`src/hw/rtl/iaps_pkg.sv`:
```
// Shared types, widths and constants for the intercept aim point solver.
package iaps_pkg;

   // Iteration limit of the Newton solve.
   localparam int MAX_ITERATIONS = 20;
   localparam int ITER_W         = $clog2(MAX_ITERATIONS + 1);

   // Datapath widths, sized from the ranges of the Q16.16 quantities.
   localparam int T_W     = 24;  // iterate t, saturated to +/-64 s
   localparam int T2_W    = 30;  // t*t in Q16.16
   localparam int POS_W   = 46;  // predicted x position
   localparam int MAG_W   = 45;  // magnitude of dx or dy
   localparam int SH_W    = 4;   // normalizing shift count
   localparam int DXDT_W  = 40;  // x velocity at t
   localparam int DIST_W  = 46;  // distance after scaling back
   localparam int RAT_W   = 26;  // signed Q1.24 direction ratio
   localparam int F_W     = 48;  // residual
   localparam int DF_W    = 41;  // derivative of the residual
   localparam int OUT_T_W = 18;  // Q2.16 output time

   // Shared multiplier operand widths.
   localparam int MA_W = 40;
   localparam int MB_W = 33;
   localparam int MP_W = 64;

   // Shared divider operand widths.
   localparam int NUM_W = 63;
   localparam int DEN_W = 41;

   // Time constants in Q16.16.
   localparam logic signed [T_W-1:0] T_START  = T_W'(32768);
   localparam logic signed [T_W-1:0] T_MIN    = T_W'(655);
   localparam logic signed [T_W-1:0] T_MAX    = T_W'(196608);
   localparam logic signed [63:0]    T_SAT    = 64'sd4194304;
   localparam logic signed [63:0]    STEP_EPS = 64'sd66;

   // Configuration register indexes.
   typedef enum logic [1:0] {
      CSR_ORIGIN_X     = 2'd0,
      CSR_ORIGIN_Y     = 2'd1,
      CSR_BULLET_SPEED = 2'd2
   } csr_index_type;

   // Sequencer states.
   typedef enum logic [4:0] {
      S_IDLE,
      S_T2,
      S_VT,
      S_AT2,
      S_DX,
      S_NORM,
      S_AT,
      S_XX,
      S_YY,
      S_SQRT,
      S_RATIO,
      S_BT,
      S_RDX,
      S_PREP,
      S_STEP,
      S_UPD,
      S_CLAMP,
      S_DONE
   } state_type;

   // Multiplier request and response.
   typedef struct packed {
      logic                   start;
      logic signed [MA_W-1:0] a;
      logic signed [MB_W-1:0] b;
   } mul_req_type;

   typedef struct packed {
      logic                   done;
      logic signed [MP_W-1:0] prod;
   } mul_rsp_type;

   // Divider request and response (unsigned magnitudes).
   typedef struct packed {
      logic             start;
      logic [NUM_W-1:0] num;
      logic [DEN_W-1:0] den;
   } div_req_type;

   typedef struct packed {
      logic             done;
      logic [NUM_W-1:0] quo;
   } div_rsp_type;

   // Square root request and response.
   typedef struct packed {
      logic        start;
      logic [63:0] rad;
   } sqrt_req_type;

   typedef struct packed {
      logic        done;
      logic [31:0] root;
   } sqrt_rsp_type;

endpackage

```
`src/hw/rtl/iaps_mul.sv`:
```
// Shift-and-add signed multiplier, one multiplier bit per cycle with early finish.
module iaps_mul (
   input  logic                  clock,
   input  logic                  reset,
   input  iaps_pkg::mul_req_type req,
   output iaps_pkg::mul_rsp_type rsp
);

   logic                           busy_ff, busy_in;
   logic                           done_ff, done_in;
   logic                           neg_ff, neg_in;
   logic [iaps_pkg::MP_W-1:0]      acc_ff, acc_in;
   logic [iaps_pkg::MP_W-1:0]      ma_ff, ma_in;
   logic [iaps_pkg::MB_W-1:0]      mb_ff, mb_in;
   logic [iaps_pkg::MA_W-1:0]      amag;
   logic [iaps_pkg::MB_W-1:0]      bmag;

   // Operand magnitudes; the sign is applied at the end.
   assign amag = req.a[iaps_pkg::MA_W-1] ? iaps_pkg::MA_W'(-req.a) : iaps_pkg::MA_W'(req.a);
   assign bmag = req.b[iaps_pkg::MB_W-1] ? iaps_pkg::MB_W'(-req.b) : iaps_pkg::MB_W'(req.b);

   // One partial product per cycle until the multiplier runs out of ones.
   always_comb begin
      busy_in = busy_ff;
      done_in = 1'b0;
      neg_in  = neg_ff;
      acc_in  = acc_ff;
      ma_in   = ma_ff;
      mb_in   = mb_ff;
      if (req.start) begin
         busy_in = 1'b1;
         neg_in  = req.a[iaps_pkg::MA_W-1] ^ req.b[iaps_pkg::MB_W-1];
         acc_in  = '0;
         ma_in   = iaps_pkg::MP_W'(amag);
         mb_in   = bmag;
      end else if (busy_ff) begin
         if (mb_ff == '0) begin
            busy_in = 1'b0;
            done_in = 1'b1;
         end else begin
            if (mb_ff[0]) begin
               acc_in = acc_ff + ma_ff;
            end
            ma_in = ma_ff << 1;
            mb_in = mb_ff >> 1;
         end
      end
   end

   // Control registers.
   always_ff @(posedge clock) begin
      if (reset) begin
         busy_ff <= 1'b0;
         done_ff <= 1'b0;
      end else begin
         busy_ff <= busy_in;
         done_ff <= done_in;
      end
   end

   // Operand and accumulator registers.
   always_ff @(posedge clock) begin
      neg_ff <= neg_in;
      acc_ff <= acc_in;
      ma_ff  <= ma_in;
      mb_ff  <= mb_in;
   end

   assign rsp.done = done_ff;
   assign rsp.prod = neg_ff ? -$signed(acc_ff) : $signed(acc_ff);

endmodule

```
`src/hw/rtl/iaps_div.sv`:
```
// Restoring unsigned divider, one quotient bit per cycle.
module iaps_div (
   input  logic                  clock,
   input  logic                  reset,
   input  iaps_pkg::div_req_type req,
   output iaps_pkg::div_rsp_type rsp
);

   localparam int CNT_W = $clog2(iaps_pkg::NUM_W);

   logic                          busy_ff, busy_in;
   logic                          done_ff, done_in;
   logic [CNT_W-1:0]              cnt_ff, cnt_in;
   logic [iaps_pkg::DEN_W-1:0]    rem_ff, rem_in;
   logic [iaps_pkg::NUM_W-1:0]    quo_ff, quo_in;
   logic [iaps_pkg::DEN_W-1:0]    den_ff, den_in;
   logic [iaps_pkg::DEN_W:0]      trial;
   logic                          fits;

   // Shift the next dividend bit into the partial remainder and try the subtract.
   assign trial = {rem_ff, quo_ff[iaps_pkg::NUM_W-1]};
   assign fits  = trial >= {1'b0, den_ff};

   always_comb begin
      busy_in = busy_ff;
      done_in = 1'b0;
      cnt_in  = cnt_ff;
      rem_in  = rem_ff;
      quo_in  = quo_ff;
      den_in  = den_ff;
      if (req.start) begin
         busy_in = 1'b1;
         cnt_in  = CNT_W'(iaps_pkg::NUM_W - 1);
         rem_in  = '0;
         quo_in  = req.num;
         den_in  = req.den;
      end else if (busy_ff) begin
         rem_in = fits ? iaps_pkg::DEN_W'(trial - {1'b0, den_ff}) : iaps_pkg::DEN_W'(trial);
         quo_in = {quo_ff[iaps_pkg::NUM_W-2:0], fits};
         cnt_in = cnt_ff - 1'b1;
         if (cnt_ff == '0) begin
            busy_in = 1'b0;
            done_in = 1'b1;
         end
      end
   end

   // Control registers.
   always_ff @(posedge clock) begin
      if (reset) begin
         busy_ff <= 1'b0;
         done_ff <= 1'b0;
      end else begin
         busy_ff <= busy_in;
         done_ff <= done_in;
      end
   end

   // Datapath registers.
   always_ff @(posedge clock) begin
      cnt_ff <= cnt_in;
      rem_ff <= rem_in;
      quo_ff <= quo_in;
      den_ff <= den_in;
   end

   assign rsp.done = done_ff;
   assign rsp.quo  = quo_ff;

endmodule

```
`src/hw/rtl/iaps_sqrt.sv`:
```
// Digit-by-digit integer square root of a 64-bit value, one result bit per cycle.
module iaps_sqrt (
   input  logic                   clock,
   input  logic                   reset,
   input  iaps_pkg::sqrt_req_type req,
   output iaps_pkg::sqrt_rsp_type rsp
);

   logic        busy_ff, busy_in;
   logic        done_ff, done_in;
   logic [63:0] val_ff, val_in;
   logic [63:0] res_ff, res_in;
   logic [63:0] bit_ff, bit_in;
   logic [63:0] trial;

   assign trial = res_ff + bit_ff;

   // Test bit walks down two places a cycle from bit 62 to bit 0.
   always_comb begin
      busy_in = busy_ff;
      done_in = 1'b0;
      val_in  = val_ff;
      res_in  = res_ff;
      bit_in  = bit_ff;
      if (req.start) begin
         busy_in = 1'b1;
         val_in  = req.rad;
         res_in  = '0;
         bit_in  = 64'd1 << 62;
      end else if (busy_ff) begin
         if (val_ff >= trial) begin
            val_in = val_ff - trial;
            res_in = (res_ff >> 1) + bit_ff;
         end else begin
            res_in = res_ff >> 1;
         end
         bit_in = bit_ff >> 2;
         if (bit_ff[0]) begin
            busy_in = 1'b0;
            done_in = 1'b1;
         end
      end
   end

   // Control registers.
   always_ff @(posedge clock) begin
      if (reset) begin
         busy_ff <= 1'b0;
         done_ff <= 1'b0;
      end else begin
         busy_ff <= busy_in;
         done_ff <= done_in;
      end
   end

   // Datapath registers.
   always_ff @(posedge clock) begin
      val_ff <= val_in;
      res_ff <= res_in;
      bit_ff <= bit_in;
   end

   assign rsp.done = done_ff;
   assign rsp.root = res_ff[31:0];

endmodule

```
`src/hw/rtl/intercept_aim_point_solver_unit.sv`:
```
// Top level: Newton solver for projectile flight time with its sequencer and datapath.
// A Newton iteration uses the shift-and-add multiplier (one multiplier bit per cycle), the
// restoring divider and the digit-by-digit square root. A solve runs up to 20 iterations
// plus one more evaluation of the aim point at the final t; one item is in flight at a
// time and req_ready is high only when idle. Reset is synchronous: it returns the
// sequencer to idle, drops rsp_valid and loads the registers with origin 0,0 and bullet
// speed 30.0.
module intercept_aim_point_solver_unit (
   input  logic               clock,
   input  logic               reset,
   input  logic               csr_valid,
   output logic               csr_ready,
   input  logic [1:0]         csr_index,
   input  logic [31:0]        csr_data,
   input  logic               req_valid,
   output logic               req_ready,
   input  logic signed [31:0] req_target_x,
   input  logic signed [31:0] req_target_y,
   input  logic signed [31:0] req_target_vx,
   input  logic signed [31:0] req_target_ax,
   output logic               rsp_valid,
   input  logic               rsp_ready,
   output logic [17:0]        rsp_impact_time,
   output logic signed [31:0] rsp_aim_x,
   output logic signed [31:0] rsp_aim_y
);

   // Configuration registers.
   logic signed [31:0] origin_x_ff, origin_x_in;
   logic signed [31:0] origin_y_ff, origin_y_in;
   logic [30:0]        bullet_speed_ff, bullet_speed_in;

   // Sequencer state.
   iaps_pkg::state_type              state_ff, state_in;
   logic                             issued_ff, issued_in;
   logic                             fin_ff, fin_in;
   logic [iaps_pkg::ITER_W-1:0]      iter_ff, iter_in;

   // Item and iteration datapath.
   logic signed [31:0]                  x_ff, x_in;
   logic signed [31:0]                  vx_ff, vx_in;
   logic signed [31:0]                  ax_ff, ax_in;
   logic signed [31:0]                  y_ff, y_in;
   logic signed [32:0]                  dy_ff, dy_in;
   logic signed [iaps_pkg::T_W-1:0]     t_ff, t_in;
   logic signed [iaps_pkg::T2_W-1:0]    t2_ff, t2_in;
   logic signed [iaps_pkg::POS_W-1:0]   pos_ff, pos_in;
   logic                                dxneg_ff, dxneg_in;
   logic [iaps_pkg::MAG_W-1:0]          xs_ff, xs_in;
   logic [iaps_pkg::MAG_W-1:0]          ys_ff, ys_in;
   logic [iaps_pkg::SH_W-1:0]           sh_ff, sh_in;
   logic signed [iaps_pkg::DXDT_W-1:0]  dxdt_ff, dxdt_in;
   logic [63:0]                         sumsq_ff, sumsq_in;
   logic [31:0]                         root_ff, root_in;
   logic [iaps_pkg::DIST_W-1:0]         dist_ff, dist_in;
   logic signed [iaps_pkg::RAT_W-1:0]   ratio_ff, ratio_in;
   logic signed [iaps_pkg::F_W-1:0]     f_ff, f_in;
   logic signed [iaps_pkg::DF_W-1:0]    df_ff, df_in;
   logic signed [63:0]                  step_ff, step_in;

   // Result register.
   logic                                rsp_valid_ff, rsp_valid_in;
   logic [iaps_pkg::OUT_T_W-1:0]        time_ff, time_in;
   logic signed [31:0]                  aim_x_ff, aim_x_in;
   logic signed [31:0]                  aim_y_ff, aim_y_in;

   // Shared units.
   iaps_pkg::mul_req_type  mul_req;
   iaps_pkg::mul_rsp_type  mul_rsp;
   iaps_pkg::div_req_type  div_req;
   iaps_pkg::div_rsp_type  div_rsp;
   iaps_pkg::sqrt_req_type sqrt_req;
   iaps_pkg::sqrt_rsp_type sqrt_rsp;

   // Helper values.
   logic signed [63:0]                 pshr16, pshr17, pshr24;
   logic signed [iaps_pkg::POS_W-1:0]  dx;
   logic signed [63:0]                 t_next;
   logic [iaps_pkg::F_W-1:0]           f_mag;
   logic [iaps_pkg::DF_W-1:0]          df_mag;
   logic [iaps_pkg::RAT_W-1:0]         ratio_mag;
   logic [iaps_pkg::POS_W-32:0]        pos_hi;
   logic                               small_step;
   logic                               last_iter;
   logic                               load_rsp;

   iaps_mul u_mul (
      .clock (clock),
      .reset (reset),
      .req   (mul_req),
      .rsp   (mul_rsp)
   );

   iaps_div u_div (
      .clock (clock),
      .reset (reset),
      .req   (div_req),
      .rsp   (div_rsp)
   );

   iaps_sqrt u_sqrt (
      .clock (clock),
      .reset (reset),
      .req   (sqrt_req),
      .rsp   (sqrt_rsp)
   );

   assign csr_ready = 1'b1;
   assign req_ready = (state_ff == iaps_pkg::S_IDLE);

   // Products scaled back with rounding toward minus infinity.
   assign pshr16 = mul_rsp.prod >>> 16;
   assign pshr17 = mul_rsp.prod >>> 17;
   assign pshr24 = mul_rsp.prod >>> 24;

   assign dx         = pos_ff - iaps_pkg::POS_W'(origin_x_ff);
   assign t_next     = 64'(t_ff) - step_ff;
   assign f_mag      = f_ff[iaps_pkg::F_W-1] ? iaps_pkg::F_W'(-f_ff) : iaps_pkg::F_W'(f_ff);
   assign df_mag     = df_ff[iaps_pkg::DF_W-1] ? iaps_pkg::DF_W'(-df_ff) : iaps_pkg::DF_W'(df_ff);
   assign ratio_mag  = div_rsp.quo[iaps_pkg::RAT_W-1:0];
   assign pos_hi     = pos_ff[iaps_pkg::POS_W-1:31];
   assign small_step = (step_ff > -iaps_pkg::STEP_EPS) && (step_ff < iaps_pkg::STEP_EPS);
   assign last_iter  = (iter_ff == iaps_pkg::ITER_W'(iaps_pkg::MAX_ITERATIONS - 1));
   assign load_rsp   = (state_ff == iaps_pkg::S_DONE) && (!rsp_valid_ff || rsp_ready);

   // Operand selection for the shared units; each unit state starts its unit once.
   always_comb begin
      mul_req.start  = 1'b0;
      mul_req.a      = iaps_pkg::MA_W'(vx_ff);
      mul_req.b      = iaps_pkg::MB_W'(t_ff);
      div_req.start  = 1'b0;
      div_req.num    = iaps_pkg::NUM_W'({xs_ff[30:0], 24'd0});
      div_req.den    = iaps_pkg::DEN_W'(root_ff);
      sqrt_req.start = 1'b0;
      sqrt_req.rad   = sumsq_ff;
      case (state_ff)
         iaps_pkg::S_T2: begin
            mul_req.start = !issued_ff;
            mul_req.a     = iaps_pkg::MA_W'(t_ff);
         end
         iaps_pkg::S_VT: begin
            mul_req.start = !issued_ff;
         end
         iaps_pkg::S_AT2: begin
            mul_req.start = !issued_ff;
            mul_req.a     = iaps_pkg::MA_W'(ax_ff);
            mul_req.b     = iaps_pkg::MB_W'(t2_ff);
         end
         iaps_pkg::S_AT: begin
            mul_req.start = !issued_ff;
            mul_req.a     = iaps_pkg::MA_W'(ax_ff);
         end
         iaps_pkg::S_XX: begin
            mul_req.start = !issued_ff;
            mul_req.a     = iaps_pkg::MA_W'(xs_ff[30:0]);
            mul_req.b     = iaps_pkg::MB_W'(xs_ff[30:0]);
         end
         iaps_pkg::S_YY: begin
            mul_req.start = !issued_ff;
            mul_req.a     = iaps_pkg::MA_W'(ys_ff[30:0]);
            mul_req.b     = iaps_pkg::MB_W'(ys_ff[30:0]);
         end
         iaps_pkg::S_BT: begin
            mul_req.start = !issued_ff;
            mul_req.a     = iaps_pkg::MA_W'(bullet_speed_ff);
         end
         iaps_pkg::S_RDX: begin
            mul_req.start = !issued_ff;
            mul_req.a     = dxdt_ff;
            mul_req.b     = iaps_pkg::MB_W'(ratio_ff);
         end
         iaps_pkg::S_SQRT: begin
            sqrt_req.start = !issued_ff;
         end
         iaps_pkg::S_RATIO: begin
            div_req.start = !issued_ff;
         end
         iaps_pkg::S_STEP: begin
            div_req.start = !issued_ff;
            div_req.num   = {f_mag[iaps_pkg::NUM_W-17:0], 16'd0};
            div_req.den   = df_mag;
         end
         default: begin
         end
      endcase
   end

   // Sequencer next state and datapath updates.
   always_comb begin
      state_in     = state_ff;
      issued_in    = issued_ff | mul_req.start | div_req.start | sqrt_req.start;
      fin_in       = fin_ff;
      iter_in      = iter_ff;
      x_in         = x_ff;
      vx_in        = vx_ff;
      ax_in        = ax_ff;
      y_in         = y_ff;
      dy_in        = dy_ff;
      t_in         = t_ff;
      t2_in        = t2_ff;
      pos_in       = pos_ff;
      dxneg_in     = dxneg_ff;
      xs_in        = xs_ff;
      ys_in        = ys_ff;
      sh_in        = sh_ff;
      dxdt_in      = dxdt_ff;
      sumsq_in     = sumsq_ff;
      root_in      = root_ff;
      dist_in      = dist_ff;
      ratio_in     = ratio_ff;
      f_in         = f_ff;
      df_in        = df_ff;
      step_in      = step_ff;
      rsp_valid_in = rsp_valid_ff && !rsp_ready;
      time_in      = time_ff;
      aim_x_in     = aim_x_ff;
      aim_y_in     = aim_y_ff;

      // Configuration writes.
      origin_x_in     = origin_x_ff;
      origin_y_in     = origin_y_ff;
      bullet_speed_in = bullet_speed_ff;
      if (csr_valid && csr_ready) begin
         case (iaps_pkg::csr_index_type'(csr_index))
            iaps_pkg::CSR_ORIGIN_X:     origin_x_in     = csr_data;
            iaps_pkg::CSR_ORIGIN_Y:     origin_y_in     = csr_data;
            iaps_pkg::CSR_BULLET_SPEED: bullet_speed_in = csr_data[30:0];
            default: begin
            end
         endcase
      end

      case (state_ff)
         iaps_pkg::S_IDLE: begin
            issued_in = 1'b0;
            if (req_valid) begin
               x_in     = req_target_x;
               y_in     = req_target_y;
               vx_in    = req_target_vx;
               ax_in    = req_target_ax;
               dy_in    = 33'(req_target_y) - 33'(origin_y_ff);
               t_in     = iaps_pkg::T_START;
               iter_in  = '0;
               fin_in   = 1'b0;
               state_in = iaps_pkg::S_T2;
            end
         end
         // x(t) = x + vx*t + ax*t*t/2
         iaps_pkg::S_T2: begin
            if (mul_rsp.done) begin
               t2_in     = iaps_pkg::T2_W'(pshr16);
               issued_in = 1'b0;
               state_in  = iaps_pkg::S_VT;
            end
         end
         iaps_pkg::S_VT: begin
            if (mul_rsp.done) begin
               pos_in    = iaps_pkg::POS_W'(x_ff) + iaps_pkg::POS_W'(pshr16);
               issued_in = 1'b0;
               state_in  = iaps_pkg::S_AT2;
            end
         end
         iaps_pkg::S_AT2: begin
            if (mul_rsp.done) begin
               pos_in    = pos_ff + iaps_pkg::POS_W'(pshr17);
               issued_in = 1'b0;
               state_in  = fin_ff ? iaps_pkg::S_DONE : iaps_pkg::S_DX;
            end
         end
         // Offsets from the shooter as magnitudes, then normalize below 2^31.
         iaps_pkg::S_DX: begin
            dxneg_in = dx[iaps_pkg::POS_W-1];
            xs_in    = dx[iaps_pkg::POS_W-1] ? iaps_pkg::MAG_W'(-dx) : iaps_pkg::MAG_W'(dx);
            ys_in    = dy_ff[32] ? iaps_pkg::MAG_W'(-dy_ff) : iaps_pkg::MAG_W'(dy_ff);
            sh_in    = '0;
            state_in = iaps_pkg::S_NORM;
         end
         iaps_pkg::S_NORM: begin
            if ((xs_ff[iaps_pkg::MAG_W-1:31] != '0) || (ys_ff[iaps_pkg::MAG_W-1:31] != '0)) begin
               xs_in = xs_ff >> 1;
               ys_in = ys_ff >> 1;
               sh_in = sh_ff + 1'b1;
            end else begin
               state_in = iaps_pkg::S_AT;
            end
         end
         iaps_pkg::S_AT: begin
            if (mul_rsp.done) begin
               dxdt_in   = iaps_pkg::DXDT_W'(vx_ff) + iaps_pkg::DXDT_W'(pshr16);
               issued_in = 1'b0;
               state_in  = iaps_pkg::S_XX;
            end
         end
         iaps_pkg::S_XX: begin
            if (mul_rsp.done) begin
               sumsq_in  = mul_rsp.prod;
               issued_in = 1'b0;
               state_in  = iaps_pkg::S_YY;
            end
         end
         iaps_pkg::S_YY: begin
            if (mul_rsp.done) begin
               sumsq_in  = sumsq_ff + mul_rsp.prod;
               issued_in = 1'b0;
               state_in  = iaps_pkg::S_SQRT;
            end
         end
         // Zero distance ends the loop with no Newton update and goes on to the clamp.
         iaps_pkg::S_SQRT: begin
            if (sqrt_rsp.done) begin
               root_in   = sqrt_rsp.root;
               dist_in   = iaps_pkg::DIST_W'(sqrt_rsp.root) << sh_ff;
               issued_in = 1'b0;
               state_in  = (sqrt_rsp.root == '0) ? iaps_pkg::S_CLAMP : iaps_pkg::S_RATIO;
            end
         end
         iaps_pkg::S_RATIO: begin
            if (div_rsp.done) begin
               ratio_in  = dxneg_ff ? -$signed(ratio_mag) : $signed(ratio_mag);
               issued_in = 1'b0;
               state_in  = iaps_pkg::S_BT;
            end
         end
         // Residual f = dist - speed*t.
         iaps_pkg::S_BT: begin
            if (mul_rsp.done) begin
               f_in      = iaps_pkg::F_W'(dist_ff) - iaps_pkg::F_W'(pshr16);
               issued_in = 1'b0;
               state_in  = iaps_pkg::S_RDX;
            end
         end
         // Derivative df = ratio*dxdt - speed.
         iaps_pkg::S_RDX: begin
            if (mul_rsp.done) begin
               df_in     = iaps_pkg::DF_W'(pshr24) - iaps_pkg::DF_W'(bullet_speed_ff);
               issued_in = 1'b0;
               state_in  = iaps_pkg::S_PREP;
            end
         end
         // A zero derivative ends the loop with no Newton update and goes on to the clamp.
         iaps_pkg::S_PREP: begin
            issued_in = 1'b0;
            state_in  = (df_ff == '0) ? iaps_pkg::S_CLAMP : iaps_pkg::S_STEP;
         end
         iaps_pkg::S_STEP: begin
            if (div_rsp.done) begin
               if (f_ff[iaps_pkg::F_W-1] ^ df_ff[iaps_pkg::DF_W-1]) begin
                  step_in = -$signed(64'(div_rsp.quo));
               end else begin
                  step_in = $signed(64'(div_rsp.quo));
               end
               issued_in = 1'b0;
               state_in  = iaps_pkg::S_UPD;
            end
         end
         // Newton update with saturation; a small step or the last iteration ends the loop.
         iaps_pkg::S_UPD: begin
            if (t_next > iaps_pkg::T_SAT) begin
               t_in = iaps_pkg::T_W'(iaps_pkg::T_SAT);
            end else if (t_next < -iaps_pkg::T_SAT) begin
               t_in = iaps_pkg::T_W'(-iaps_pkg::T_SAT);
            end else begin
               t_in = iaps_pkg::T_W'(t_next);
            end
            iter_in  = iter_ff + 1'b1;
            state_in = (small_step || last_iter) ? iaps_pkg::S_CLAMP : iaps_pkg::S_T2;
         end
         // Clamp t, then evaluate the aim point once more at the final t.
         iaps_pkg::S_CLAMP: begin
            if (t_ff < iaps_pkg::T_MIN) begin
               t_in = iaps_pkg::T_MIN;
            end else if (t_ff > iaps_pkg::T_MAX) begin
               t_in = iaps_pkg::T_MAX;
            end
            fin_in    = 1'b1;
            issued_in = 1'b0;
            state_in  = iaps_pkg::S_T2;
         end
         // Hand the result over once the output register is free.
         iaps_pkg::S_DONE: begin
            if (load_rsp) begin
               time_in = iaps_pkg::OUT_T_W'(t_ff);
               if ((pos_hi != '0) && (pos_hi != '1)) begin
                  aim_x_in = pos_ff[iaps_pkg::POS_W-1] ? 32'sh8000_0000 : 32'sh7FFF_FFFF;
               end else begin
                  aim_x_in = pos_ff[31:0];
               end
               aim_y_in     = y_ff;
               rsp_valid_in = 1'b1;
               state_in     = iaps_pkg::S_IDLE;
            end
         end
         default: begin
            state_in = iaps_pkg::S_IDLE;
         end
      endcase
   end

   // State register and control.
   always_ff @(posedge clock) begin
      if (reset) begin
         state_ff        <= iaps_pkg::S_IDLE;
         issued_ff       <= 1'b0;
         rsp_valid_ff    <= 1'b0;
         origin_x_ff     <= '0;
         origin_y_ff     <= '0;
         bullet_speed_ff <= 31'd1966080;
      end else begin
         state_ff        <= state_in;
         issued_ff       <= issued_in;
         rsp_valid_ff    <= rsp_valid_in;
         origin_x_ff     <= origin_x_in;
         origin_y_ff     <= origin_y_in;
         bullet_speed_ff <= bullet_speed_in;
      end
   end

   // Payload registers.
   always_ff @(posedge clock) begin
      fin_ff   <= fin_in;
      iter_ff  <= iter_in;
      x_ff     <= x_in;
      vx_ff    <= vx_in;
      ax_ff    <= ax_in;
      y_ff     <= y_in;
      dy_ff    <= dy_in;
      t_ff     <= t_in;
      t2_ff    <= t2_in;
      pos_ff   <= pos_in;
      dxneg_ff <= dxneg_in;
      xs_ff    <= xs_in;
      ys_ff    <= ys_in;
      sh_ff    <= sh_in;
      dxdt_ff  <= dxdt_in;
      sumsq_ff <= sumsq_in;
      root_ff  <= root_in;
      dist_ff  <= dist_in;
      ratio_ff <= ratio_in;
      f_ff     <= f_in;
      df_ff    <= df_in;
      step_ff  <= step_in;
      time_ff  <= time_in;
      aim_x_ff <= aim_x_in;
      aim_y_ff <= aim_y_in;
   end

   assign rsp_valid       = rsp_valid_ff;
   assign rsp_impact_time = time_ff;
   assign rsp_aim_x       = aim_x_ff;
   assign rsp_aim_y       = aim_y_ff;

endmodule

```
`config.mk`:
```
export PLATFORM = sky130hd
export DESIGN_NAME = intercept_aim_point_solver_unit
export DESIGN_NICKNAME = d
export VERILOG_FILES = /design/src/hw/rtl/iaps_pkg.sv /design/src/hw/rtl/iaps_mul.sv /design/src/hw/rtl/iaps_div.sv /design/src/hw/rtl/iaps_sqrt.sv /design/src/hw/rtl/intercept_aim_point_solver_unit.sv
export SDC_FILE = /design/constraint.sdc
export NUM_CORES = 2
export LEC_CHECK = 0
export BUFFER_PORTS_ARGS = -buffer_cell sky130_fd_sc_hd__buf_2
export CORE_ASPECT_RATIO = 0.5
export CORE_MARGIN = 4
export CORE_UTILIZATION = 30
export CTS_BUF_LIST = sky130_fd_sc_hd__clkbuf_8
export CTS_CLUSTER_SIZE = 28
export DETAILED_ROUTE_END_ITERATION = 10
export SLEW_MARGIN = 20
export SYNTH_ARGS = -nofsm -noshare
export SYNTH_HDL_FRONTEND = slang
export SYNTH_SLANG_ARGS = --single-unit
```
`constraint.sdc`:
```
create_clock -name clock -period 13.1 [get_ports clock]
set_clock_uncertainty 0.05 [all_clocks]
set_input_delay 2.62 -clock clock [delete_from_list [all_inputs] [get_ports clock]]
set_output_delay 2.62 -clock clock [all_outputs]
set_load 0.01 [all_outputs]
```
==> results.json <==
{
  "crit_type": "reg2reg",
  "final_cells": 15390,
  "antenna_found_initial": 23,
  "cpPeakStageDelay_ns": 0.60,
  "drc": 0,
  "clk_pin_slew_ns": 0.07,
  "hpwl_microns": 263500,
  "place_inst": 14930,
  "holdWs_ns": 0.3648,
  "clkLatencyLatePin_ns": 1.06,
  "fin_area_sq_um": 107400,
  "tightest_slew_ns": 1.246,
  "cts_setup_buffers": 0,
  "port-buffer-count": 250,
  "fin_crit_ns": 8.418,
  "cts_tree": "built",
  "power_density_nw_per_um2": 213.8,
  "routed_wirelength_microns": 341000,
  "p_clk_share_pct": 18.1,
  "routabilityCongestion": 1.016,
  "crit_arrival_ns": 9.12,
  "finalMaxSlewViolations": 0,
  "cp_cell_sequence": "or4_4 -> or4_1 -> or4b_4 -> or2_2 -> o31ai_1 -> xor2_1 -> inv_1 -> ha_1 -> a211o_1 -> a211oi_1 -> inv_1 -> a2111o_1 -> a221o_1 -> a221oi_1 -> o21ai_0 -> a221oi_1 -> nor2b_1 -> o21a_1 -> o22a_1 -> a211o_1 -> a21oi_1 -> xnor2_1",
  "fmax_mhz": 118.8,
  "drive_gt1_share_pct": 7.862,
  "synthArstFlopShare_pct": 0,
  "critPathSlowestCell": "or4_4",
  "fin_setup_tns_ns": 0,
  "slew_headroom_pct": 16.53,
  "synth_ff_type": "edfxtp_1",
  "hp-class": "reg2reg",
  "ys_seq_area_share_pct": 39.65,
  "via_count": 84190,
  "grt_pass1_vias": 77250,
  "clkSinkCount": 1386,
  "synth.top_cells.by_area": "edfxtp_1, ha_1, dfxtp_1",
  "clock-root-buffer": "clkbuf_8",
  "cts_buffers": 239,
  "initial_core_util_pct": 30.30,
  "p_comb_share_pct": 54.5,
  "yosysWarnings": 0,
  "final_util_pct": 33.74,
  "period_share_pct": 64.26,
  "syn_inst": 10750,
  "internal_power_mw": 12.35,
  "ir_drop_v": 0.0001831,
  "grt_max_degree": 103,
  "ioPinCount": 252,
  "fin_nets": 11720,
  "ys_seq_elements": 1386,
  "synth_top_area_cell": "edfxtp_1",
  "core-area_sq_um": 318200,
  "placed_area_sq_um": 102400,
  "switching_share_pct": 46.18,
  "synthMostInstantiatedCell": "nand2_1",
  "cts_buffer_depth": 4,
  "viasPerCell": 5.471,
  "setup_viol": 0,
  "grt_pass1_wl_microns": 498000,
  "final-hold-violation-count": 0,
  "wl_per_cell_microns": 22.16,
  "synth_top_area_share_pct": 32.61,
  "leakagePower_nw": 41.74,
  "synth_commonest_cells": "nand2_1, a21oi_1, edfxtp_1",
  "critical_path.max_fanout": 7,
  "status": "completed",
  "die_area_sq_um": 331100,
  "critPathLaunchType": "flop",
  "power.switching_mw": 10.60,
  "synth_edf_count": 1047,
  "drt-initial-drc-count": 9334,
  "maxCapViolations": 0,
  "syn2layout_area_growth_pct": 11.36,
  "critPathCaptureType": "flop",
  "num_rows": 146,
  "grt_setup_unrepaired": "false",
  "synth.distinct_cells": 95,
  "drt_pass1_iterations": 10,
  "post_cts_resized": 0,
  "final_antenna_net_count": 0,
  "die-height_microns": 408.9,
  "htreeDepth": 4,
  "grt_overflow": 0,
  "dieWidth_microns": 809.7,
  "postCtsHoldBufs": 0,
  "gr-usage-all-layers_pct": 19.59,
  "required_ns": 13.80,
  "synth.cell_area_sq_um": 96410,
  "p_seq_share_pct": 27.4,
  "syn_avg_cell_area_sq_um": 8.970
}
[registers in the layout, summed over array words and instances (netlist names), 33 cells and up]
register	cells
step_ff	64
sumsq_ff	64
u_mul.acc_ff	64
u_mul.ma_ff	64
u_sqrt.res_ff	64
u_sqrt.val_ff	64
u_div.quo_ff	63
f_ff	48
dist_ff	46
pos_ff	46
xs_ff	45
ys_ff	45
df_ff	41
u_div.den_ff	41
u_div.rem_ff	41
dxdt_ff	40
dy_ff	33
u_mul.mb_ff	33
[logic make-up after synthesis]
family / synth area share (%)
compound gates: 21.39
simple gates: 15.80
flops: 39.65
buf+inv: 3.847
xor+xnor: 8.918
fa+ha+maj: 8.750
mux: 1.634
other cells: 0.007790
[per-layer routing]
metal | wire, microns | part of all wire, % | track usage [%]
met5 | 67 | 0.020 | 0
met4 | 17330 | 5.1 | 8.908
met3 | 32950 | 9.7 | 5.074
met2 | 142400 | 42 | 29.16
met1 | 148200 | 43 | 26.58
[power by group through the flow]
stage	Sequential (mW)	Combinational [mW]	Clock, mW
after global placement	6.36	12.0	0
after floorplan	6.07	8.35	0
final	6.29	12.5	4.15
after global routing	6.32	13.5	4.45
after CTS	6.28	12.1	4.23
after detailed placement	6.37	12.1	0
[cell usage in the layout (no fill, tap or decap), types with 333 or more instances in the layout]
master and n:
a21o_1 333, a21oi_1 1068, dfxtp_1 337, edfxtp_1 1047
ha_1 655, inv_1 574, nand2_1 1166, nor2_1 873
o21ai_0 791, xnor2_1 518, xor2_1 450
[critical path, delay by kind of cell (launching register included)]
| family | cells | cell delay [ns] |
|---|---|---|
| buffers and inverters | 2 | 0.61 |
| AND/OR/NAND/NOR | 5 | 2.12 |
| adder cells (fa/ha/maj) | 1 | 0.49 |
| flip-flops | 1 | 0.38 |
| AO/OA/AOI/OAI | 12 | 3.95 |
| XOR/XNOR | 2 | 0.55 |
[through the flow]
step,worst slack (ns),power (mW)
4_1_cts,4.896,22.65
2_1_floorplan,3.933,14.43
3_3_place_gp,5.106,18.33
5_1_grt,4.299,24.23
6_report,4.682,22.95
3_5_place_dp,4.893,18.43
[path summary, 6_finish.rpt]
kind	slack, ns	cells past startpoint	endpoint	from
worst max-delay path	4.68	22	dxdt_ff[39]	u_mul.acc_ff[21]
worst min-delay path	0.36	0	rsp_aim_y[8]	y_ff[8]
worst max register to register	4.68	22	dxdt_ff[39]	u_mul.acc_ff[21]
worst min register to register	0.36	0	rsp_aim_y[8]	y_ff[8]
[cell type report]
class,count,area [sq um]
fillers,32980,210900
multi-input cells,8378,54780
flip-flops and latches,1386,38230
well taps,4292,5370
clock buffers,267,3675
repair buffers,366,2148
inverters,510,1919
clock inverters,171,1192
diodes,18,45.04
Note: power is estimated with default switching activity, not from simulation.
